`src/design/cass_pkg.sv`:
```
// ----------------------------------------------------------------------------
// cass_pkg: shared types and helpers for the cigar span summary
// Op codes, counter bank type and saturating adders.
// ----------------------------------------------------------------------------
`default_nettype none

package cass_pkg;

   localparam int LEN_BITS = 28;
   localparam int SUM_BITS = 32;
   localparam int REF_BITS = 31;
   localparam int OP_BITS  = 4;
   localparam int SUM_EXT  = SUM_BITS + 2;

   typedef enum logic [OP_BITS-1:0] {
      OP_M  = 4'd0,
      OP_I  = 4'd1,
      OP_D  = 4'd2,
      OP_N  = 4'd3,
      OP_S  = 4'd4,
      OP_H  = 4'd5,
      OP_P  = 4'd6,
      OP_EQ = 4'd7,
      OP_X  = 4'd8,
      OP_B  = 4'd9
   } op_code_type;

   typedef struct packed {
      logic [SUM_BITS-1:0] match_total;
      logic [SUM_BITS-1:0] mismatches;
      logic [SUM_BITS-1:0] inserts;
      logic [SUM_BITS-1:0] deletes;
      logic [SUM_BITS-1:0] skips;
      logic [LEN_BITS-1:0] head_clip;
      logic [LEN_BITS-1:0] tail_clip;
   } sums_type;

   function automatic logic [SUM_BITS-1:0] sat_add(input logic [SUM_BITS-1:0] a,
                                                   input logic [LEN_BITS-1:0] b);
      logic [SUM_BITS:0] s;
      s = {1'b0, a} + {{(SUM_BITS - LEN_BITS + 1){1'b0}}, b};
      return s[SUM_BITS] ? {SUM_BITS{1'b1}} : s[SUM_BITS-1:0];
   endfunction

   // saturating sum of four terms; saturation is sticky, so one clamp suffices
   function automatic logic [SUM_BITS-1:0] sat_sum4(input logic [SUM_BITS-1:0] a,
                                                    input logic [SUM_BITS-1:0] b,
                                                    input logic [SUM_BITS-1:0] c,
                                                    input logic [SUM_BITS-1:0] d);
      logic [SUM_EXT-1:0] s;
      s = {2'b00, a} + {2'b00, b} + {2'b00, c} + {2'b00, d};
      return (|s[SUM_EXT-1:SUM_BITS]) ? {SUM_BITS{1'b1}} : s[SUM_BITS-1:0];
   endfunction

endpackage

`default_nettype wire

```
`src/design/cigar_alignment_span_summary.sv`:
```
// ----------------------------------------------------------------------------
// cigar_alignment_span_summary: per-alignment cigar statistics
// Sums cigar op lengths per class and reports spans on the last op.
// ----------------------------------------------------------------------------
// Usage:
//   req_* carries one cigar op per beat. tuser[0] marks the first op of an
//   alignment (clears the counters), tlast marks the last op (emits a
//   result). ref_begin and reverse_strand are sampled on the last op.
//   rsp_* carries one summary beat per alignment.
//   Throughput: one op per cycle, sustained, with rsp_tready high.
//   Path: a last op passes through the input register, the counter
//   update and snapshot stage, then the span adder and result register,
//   before its result shows on rsp.
//   Reset clears the counters and empties every stage.
//   When rsp_tready is low the result register holds; ops that are not
//   last keep flowing into the counters, and the first last op that finds
//   the snapshot stage full holds in the input register until it drains.
// ----------------------------------------------------------------------------
`default_nettype none

module cigar_alignment_span_summary (
   input  wire logic         clock,
   input  wire logic         reset,
   input  wire logic         req_tvalid,
   output logic              req_tready,
   // op_code[3:0], op_length[31:4], ref_begin[62:32], zero[63]
   input  wire logic [63:0]  req_tdata,
   // first_op[0], reverse_strand[1]
   input  wire logic [1:0]   req_tuser,
   input  wire logic         req_tlast,
   output logic              rsp_tvalid,
   input  wire logic         rsp_tready,
   // matches_res[31:0], mismatches[63:32], inserts[95:64], deletes[127:96],
   // skips[159:128], ref_end[191:160], query_begin[219:192],
   // query_end[251:220], zero[255:252]
   output logic [255:0]      rsp_tdata
);

   logic                            a_valid_ff;
   logic [cass_pkg::OP_BITS-1:0]    a_op_ff;
   logic [cass_pkg::LEN_BITS-1:0]   a_len_ff;
   logic [cass_pkg::REF_BITS-1:0]   a_rbeg_ff;
   logic                            a_first_ff;
   logic                            a_last_ff;
   logic                            a_rev_ff;

   logic                            b_valid_ff;
   cass_pkg::sums_type              b_sums_ff;
   logic [cass_pkg::REF_BITS-1:0]   b_rbeg_ff;
   logic [cass_pkg::LEN_BITS-1:0]   b_qbeg_ff;

   logic                            c_valid_ff;
   logic [255:0]                    c_data_ff;

   cass_pkg::sums_type              sums_in;
   logic [cass_pkg::SUM_BITS-1:0]   ref_end;
   logic [cass_pkg::SUM_BITS-1:0]   query_end;
   logic [255:0]                    c_data_in;
   logic                            c_load;
   logic                            b_free;
   logic                            a_adv;

   assign c_load     = b_valid_ff && (!c_valid_ff || rsp_tready);
   assign b_free     = !b_valid_ff || c_load;
   assign a_adv      = a_valid_ff && (!a_last_ff || b_free);
   assign req_tready = !a_valid_ff || a_adv;

   cass_counters u_counters (
      .clock     (clock),
      .reset     (reset),
      .update    (a_adv),
      .op_code   (cass_pkg::op_code_type'(a_op_ff)),
      .op_length (a_len_ff),
      .first_op  (a_first_ff),
      .sums_in   (sums_in)
   );

   always_comb begin
      ref_end   = cass_pkg::sat_sum4(
                     {{(cass_pkg::SUM_BITS - cass_pkg::REF_BITS){1'b0}}, b_rbeg_ff},
                     b_sums_ff.match_total, b_sums_ff.mismatches, b_sums_ff.deletes);
      query_end = cass_pkg::sat_sum4(
                     {{(cass_pkg::SUM_BITS - cass_pkg::LEN_BITS){1'b0}}, b_qbeg_ff},
                     b_sums_ff.match_total, b_sums_ff.mismatches, b_sums_ff.inserts);
      c_data_in = {4'b0000, query_end, b_qbeg_ff, ref_end, b_sums_ff.skips,
                   b_sums_ff.deletes, b_sums_ff.inserts, b_sums_ff.mismatches,
                   b_sums_ff.match_total};
   end

   always_ff @(posedge clock) begin
      if (reset) begin
         a_valid_ff <= 1'b0;
         b_valid_ff <= 1'b0;
         c_valid_ff <= 1'b0;
      end else begin
         if (req_tready) begin
            a_valid_ff <= req_tvalid;
         end
         if (b_free) begin
            b_valid_ff <= a_adv && a_last_ff;
         end
         if (c_load) begin
            c_valid_ff <= 1'b1;
         end else if (rsp_tready) begin
            c_valid_ff <= 1'b0;
         end
      end
   end

   always_ff @(posedge clock) begin
      if (req_tready) begin
         a_op_ff    <= req_tdata[3:0];
         a_len_ff   <= req_tdata[31:4];
         a_rbeg_ff  <= req_tdata[62:32];
         a_first_ff <= req_tuser[0];
         a_rev_ff   <= req_tuser[1];
         a_last_ff  <= req_tlast;
      end
      if (a_adv && a_last_ff && b_free) begin
         b_sums_ff <= sums_in;
         b_rbeg_ff <= a_rbeg_ff;
         b_qbeg_ff <= a_rev_ff ? sums_in.tail_clip : sums_in.head_clip;
      end
      if (c_load) begin
         c_data_ff <= c_data_in;
      end
   end

   assign rsp_tvalid = c_valid_ff;
   assign rsp_tdata  = c_data_ff;

`ifndef SYNTHESIS
   a_accept_fills: assert property (@(posedge clock) disable iff (reset)
      req_tvalid && req_tready |=> a_valid_ff)
      else $error("accepted beat did not reach the input register");

   a_last_holds: assert property (@(posedge clock) disable iff (reset)
      a_valid_ff && a_last_ff && !b_free |=> a_valid_ff && a_last_ff)
      else $error("last op dropped while snapshot stage was full");

   b_to_c: assert property (@(posedge clock) disable iff (reset)
      c_load |=> rsp_tvalid)
      else $error("snapshot loaded but no result presented");

   qend_ge_qbeg: assert property (@(posedge clock) disable iff (reset)
      rsp_tvalid |-> rsp_tdata[251:220] >= {4'b0000, rsp_tdata[219:192]})
      else $error("query end below query begin");

   rend_ge_match: assert property (@(posedge clock) disable iff (reset)
      rsp_tvalid |-> rsp_tdata[191:160] >= rsp_tdata[31:0])
      else $error("reference end below match count");
`endif

endmodule

`default_nettype wire

```
`src/design/cass_counters.sv`:
```
// ----------------------------------------------------------------------------
// cass_counters: cigar op counter bank
// Saturating length sums per op class plus head and tail clip capture.
// ----------------------------------------------------------------------------
`default_nettype none

module cass_counters (
   input  wire logic                          clock,
   input  wire logic                          reset,
   input  wire logic                          update,
   input  wire cass_pkg::op_code_type         op_code,
   input  wire logic [cass_pkg::LEN_BITS-1:0] op_length,
   input  wire logic                          first_op,
   output cass_pkg::sums_type                 sums_in
);

   cass_pkg::sums_type sums_ff;
   cass_pkg::sums_type base;

   always_comb begin
      base    = first_op ? '0 : sums_ff;
      sums_in = base;
      case (op_code)
         cass_pkg::OP_M, cass_pkg::OP_EQ: begin
            sums_in.match_total = cass_pkg::sat_add(base.match_total, op_length);
         end
         cass_pkg::OP_X: begin
            sums_in.mismatches = cass_pkg::sat_add(base.mismatches, op_length);
         end
         cass_pkg::OP_I: begin
            sums_in.inserts = cass_pkg::sat_add(base.inserts, op_length);
         end
         cass_pkg::OP_D: begin
            sums_in.deletes = cass_pkg::sat_add(base.deletes, op_length);
         end
         cass_pkg::OP_N: begin
            sums_in.skips = cass_pkg::sat_add(base.skips, op_length);
         end
         cass_pkg::OP_S, cass_pkg::OP_H: begin
            if (first_op) begin
               sums_in.head_clip = op_length;
            end else begin
               sums_in.tail_clip = op_length;
            end
         end
         default: begin
         end
      endcase
   end

   always_ff @(posedge clock) begin
      if (reset) begin
         sums_ff <= '0;
      end else if (update) begin
         sums_ff <= sums_in;
      end
   end

endmodule

`default_nettype wire
```
`config.mk`:
```
export PLATFORM = sky130hd
export DESIGN_NAME = cigar_alignment_span_summary
export DESIGN_NICKNAME = d
export VERILOG_FILES = /design/src/design/cass_pkg.sv /design/src/design/cigar_alignment_span_summary.sv /design/src/design/cass_counters.sv
export SDC_FILE = /design/constraint.sdc
export NUM_CORES = 2
export LEC_CHECK = 0
export BUFFER_PORTS_ARGS = -buffer_cell sky130_fd_sc_hd__buf_4
export CAP_MARGIN = 20
export CORE_ASPECT_RATIO = 1.25
export CORE_MARGIN = 4
export CORE_UTILIZATION = 35
export DETAILED_ROUTE_END_ITERATION = 7
export SYNTH_ARGS = -nofsm -noshare
export SYNTH_HDL_FRONTEND = slang
export SYNTH_SLANG_ARGS = --single-unit
```
`constraint.sdc`:
```
create_clock -name clock -period 13.99 [get_ports clock]
set_input_delay 0.6995 -clock clock [delete_from_list [all_inputs] [get_ports clock]]
set_output_delay 0.6995 -clock clock [all_outputs]
set_load 0.01 [all_outputs]
```
======== After elaboration in Yosys (flattened, before gate mapping) ========
Index checks and enable logic that the tools add are counted.
storage, ports and cells
  flip-flop bits (word level) ............. 756
  latch bits .............................. 0
  memory bits (writable) .................. 0
  ROM bits ................................ 0
  input bits .............................. 71
  output and inout bits ................... 258
  logic and storage cells ................. 79
  memories kept ........................... 0
cells by class
  $add $sub $neg .......................... 11
  multipliers ............................. 0
  div/mod/pow operators ................... 0
  order comparisons ....................... 0
  equality and inequality tests ........... 7
  shift-type cells ........................ 0
  muxes and demuxes ....................... 17
  bitwise gates (word level) .............. 0
  reductions and logical operators ........ 18
operators by type and width
  kind                                                                   count
  32-bit two-way mux                                                     10
  216-bit two-way mux                                                    1
  32-bit by 28-bit adder with 33-bit output                              5
  28-bit two-way mux                                                     3
  33-bit by 32-bit adder with 34-bit output                              2
  34-bit by 32-bit adder with 34-bit output                              2
  56-bit two-way mux                                                     1
  28-bit by 32-bit adder with 33-bit output                              1
  31-bit by 32-bit adder with 33-bit output                              1
  4-bit by 3-bit equality test with 1-bit output, second input constant  3
  4-bit by 2-bit equality test with 1-bit output, second input constant  2
  2-bit OR reduction                                                     4
  4-bit by 1-bit equality test with 1-bit output, second input constant  1
  4-bit equality test, second input constant                             1
  1-bit logical AND                                                      4
  1-bit zero test                                                        4
  4-bit zero test                                                        1
  1-bit logical OR                                                       4
  1-bit two-way mux                                                      2
  2-bit nonzero test                                                     1

======== Longest topological paths before layout ========
  depth in word-level cells ............... 8
  mapped depth ............................ 17
  depth with buffers taken out ............ 15

======== By module ========
Synthesis repeated with hierarchy kept, for this count alone.
unflattened totals
  cell total of the unflattened synthesis .. 4,152
  area, all modules ....................... 43,556.8 µm²
modules (own cells, without submodules)
  module                        times used  cells each  area each (µm²)  seq. area each (µm²)
  cigar_alignment_span_summary  1           1,529       24,030.5         16,185.5
  cass_counters                 1           2,623       19,526.2         4,324.1

======== Worst setup path before layout ========
Ideal clock, no wire load.
  path kind ............................... input to register
  from .................................... input rsp_tready
  to ...................................... register c_data_ff[0], in the netlist rsp_tdata[0] (enable)
  setup time .............................. 0.899 ns
  data arrival time ....................... 11.850 ns
  data required time ...................... 13.091 ns
  path slack .............................. 1.240 ns
  stages on the path ...................... 2
  buffers on the path ..................... 0
  cells stage by stage .................... nor2b_1 -> nor2b_1
on the way
  word-level cells in the longest chain between the ends .. 2
RTL lines
  what                    line                                 text
  start: declaration      cigar_alignment_span_summary.sv:32   input wire logic rsp_tready,
  1-bit logical OR        cigar_alignment_span_summary.sv:63   assign c_load = b_valid_ff && (!c_valid_ff || rsp_tready);
  1-bit logical AND       cigar_alignment_span_summary.sv:63
  named net c_load        cigar_alignment_span_summary.sv:59   logic c_load;
  end signal: assignment  cigar_alignment_span_summary.sv:125  c_data_ff <= c_data_in;
  end: declaration        cigar_alignment_span_summary.sv:53   logic [255:0] c_data_ff;
The timed path passes the listed nets, and every way through them passes these cells.
A chain may end at the register's enable or synchronous reset.

======== Worst setup path after layout ========
  from .................................... register a_first_ff
  to ...................................... register u_counters.sums_ff[177] (netlist bit)
on the way
  word-level cells in the longest chain between the ends .. 4
RTL lines
  what                                       line                                 text
  start: declaration                         cigar_alignment_span_summary.sv:43   logic a_first_ff;
  start signal: assignment                   cigar_alignment_span_summary.sv:115  a_first_ff <= req_tuser[0];
  216-bit two-way mux (*)                    cass_counters.sv:21                  base = first_op ? '0 : sums_ff;
  32-bit by 28-bit adder with 33-bit output  cass_pkg.sv:41                       s = {1'b0, a} + {{(SUM_BITS - LEN_BITS + 1){1'b0}}, b};
  32-bit two-way mux                         cass_pkg.sv:42                       return s[SUM_BITS] ? {SUM_BITS{1'b1}} : s[SUM_BITS-1:0];
  32-bit two-way mux (*)                     cass_counters.sv:23                  case (op_code)
  end signal: assignment                     cass_counters.sv:55                  sums_ff <= sums_in;
  end: declaration                           cass_counters.sv:17                  cass_pkg::sums_type sums_ff;
Every way passes the cells marked *; elsewhere a longest branch is shown, timed or not.

==> reports/results.tsv <==
metric	value	unit
outcome	finished, final reports clean	
synthesized netlist cell count	4165	
Seq cells post-synth	756	
drt drc	0	
RSZ-0062 raised after global routing	false	
Pins Over Slew Limit	0	
CTS Sinks	756	
GRT busiest layer	met2	
Num CTS Buffers	83	
I/O Pins	329	
Clk pin slew, worst setup/hold paths	0.06	ns
postcts setup bufs	0	
fin area	49200	um2
Worst Hold Class	in2reg	
most frequent cells in the layout	537 x edfxtp_1, 467 x nand2_1, 376 x a21oi_1, 359 x buf_4, 330 x inv_1	
initial antenna violation count	6	
dpl cell area	46300	um2
vias	32207	
Initial Utilization	35.2	%
met1 usage	26.2	%
leak pwr	19.6	nW
first-pass GRT wire length	199000	um
pin count of the biggest net entering global routing	149	
clock buffer depth	3	
Rows	142	
PwrDens	113	nW/um2
Mapped Area	42200	um2
clock skew	0.0449	ns
H-tree depth	3	
register area share after synthesis	48.6	%
via/cell ratio	5.29	
clk_lat worst skew	0.71	ns
fin nets	4844	
root buf cell	clkbuf_16	
First-pass DRT Iterations	6	
pre-CTS setup slack	8.39	ns
max cap viols	0	
Cell Chain, Critical Path	buf_4 -> buf_4 -> nor2b_1 -> ha_1 -> fa_1 -> a211oi_1 -> o31a_1 -> a211oi_1 -> or2_2 -> a31o_2 -> a41oi_4 -> nand2_1 -> nor4_1 -> a2111oi_0	
worst stage delay on the critical path	0.73	ns
synth warn	0	
routing usage on met3	2.95	%
EDFF count, synth	537	
layout cells sized above 1	12.3	%
GRT Util Overall	20.8	%
final worst-path cycle share	40.3	%
most common cell after layout, fill and taps aside	edfxtp_1	
Worst Path Class, Setup	reg2reg	
number of global-route vias before repair	31504	
drt total wl	135000	um
Post-CTS Hold Buffers	0	
Max Fclk	0.177	GHz
met2 usage	36.5	%
Layout area overhead	16.4	%
total gr overflow	0	
largest cells by area after synthesis	edfxtp_1 38%, dfxtp_1 10%, ha_1 6.3%, fa_1 6.1%, a21oi_1 4.5%	
antenna viol nets, final	0	
Syn Area/Cell	10.1	um2
Chip Width	319	um
top_reg_cell synth	edfxtp_1	
critical path data required time	14.51	ns
die footprint	126000	um2
core area	120000	um2
Final WS setup	8.35	ns
Die Y	396	um
post-CTS sizing	0	
cell taking the most area after synthesis	edfxtp_1	
post-synth top area share	38.2	%
Fin. Hold Viols	0	
Max VDD drop	0.0848	mV
I/O Buffers	323	
multi-input logic area	19900	um2
CTS tree	yes	
Relative slew margins	27.0	%
CP delay by family, top	compound AO/OA/AOI/OAI gates	
Tightest Pin Transition	1.09	ns
Detailed Route Iter0 Violations	2287	
routability congestion estimate	0.918	
Crit path arrival time	6.16	ns
Sequential Area	20500	um2
setup TNS	0	ns
Final setup violation count	0	
CP endpoint kind	register	
DPL Wire Length	100000	um
Crit Path Max Fanout	65	
Worst path slowest cell	buf_4	
WL/cell	22.2	um
clock period minus worst slack	5.64	ns
Startpoint Class	register	
fillers	11641	
Yosys cell types	93	
ys async rst share	0	%
WP buf/inv	2	
[report_power, final]
group	internal [mW]	switching [mW]
clock	1.30	0.964
sequential	2.46	0.0563
combinational	0.295	0.498
[flip-flops by register name (all words and copies together) (netlist names)]
| signal | count |
|---|---|
| rsp_tdata | 252 |
| u_counters.sums_ff | 216 |
| b_sums_ff | 160 |
| a_rbeg_ff | 31 |
| b_rbeg_ff | 31 |
| a_len_ff | 28 |
| b_qbeg_ff | 28 |
| a_op_ff | 4 |
| a_first_ff | 1 |
| a_last_ff | 1 |
| a_rev_ff | 1 |
| a_valid_ff | 1 |
| b_valid_ff | 1 |
| rsp_tvalid | 1 |
[cells by family (layout without fill, tap and decap cells)]
family / after synthesis / count (layout) / share of synthesized area, %
muxes: 17 / 17 / 0.409
other: 1 / 6 / 0.00888
DFF: 756 / 756 / 48.6
adders and majority gates: 339 / 339 / 12.3
AOI/OAI and AO/OA: 1106 / 1106 / 16.5
buffers and inverters: 514 / 849 / 4.67
xor gates and xnor gates: 175 / 175 / 3.63
and+or+nand+nor: 1257 / 1257 / 13.9
[worst paths after layout]
check | startpoint | to | slack (ns) | cells after the start
max | a_first_ff$_DFFE_PP_ | u_counters.sums_ff[177]$_SDFFE_PP0P_ | 8.35 | 14
min | req_tlast | a_last_ff$_DFFE_PP_ | 0.17 | 1
max reg2reg | a_first_ff$_DFFE_PP_ | u_counters.sums_ff[177]$_SDFFE_PP0P_ | 8.35 | 14
min reg2reg | a_rbeg_ff[27]$_DFFE_PP_ | b_rbeg_ff[27]$_DFFE_PP_ | 0.40 | 0
[cell usage after synthesis (13+ instances only)]
cell and instances:
nand3_1 88, xor2_1 93, and2_1 17, a31oi_1 93, and3_1 32, fa_1 128, buf_2 14, nand2b_1 24
o21a_1 22, inv_1 330, nor3_1 41, nand2_1 469, or3_1 13, mux2i_1 15, nand4_1 36, o21bai_1 27
o211ai_1 27, o22a_1 20, o21ai_0 210, dfxtp_1 219, nor2_1 295, nor2b_1 193, clkbuf_1 149, xnor2_1 82
a22oi_1 30, a21oi_1 377, ha_1 211, a21o_1 103, a211oi_1 29, edfxtp_1 537
[layout make-up]
class	instances	share of cell area [%]
Timing Repair Buffer	364	5.65
Antenna cell	2	0.0102
Clock buffer	108	4.84
Multi-Input combinational cell	2898	40.4
Clock inverter	46	0.845
Inverter	331	2.53
Tap cell	1584	4.03
Sequential cell	756	41.7
[per-layer routing]
layer	up-vias	share of wire [%]
li1	15346	-
met1	15721	41
met2	914	50
met3	224	5.3
met4	2	3.5
met5	-	0.0081
[through the flow]
step / instances / utilization [%] / total power, mW / hold slack, ns
after floorplan: 4168 / - / 3.10 / 0.400
after CTS: 6086 / 41.0 / 5.65 / 0.110
after global placement: 5931 / 38.6 / 3.35 / 0.402
final: 6089 / 41.0 / 5.58 / 0.175
after detailed placement: 5932 / 38.6 / 3.36 / 0.405
after global routing: 6087 / 41.0 / 5.81 / 0.144
Note: power is estimated with default switching activity, not from simulation.
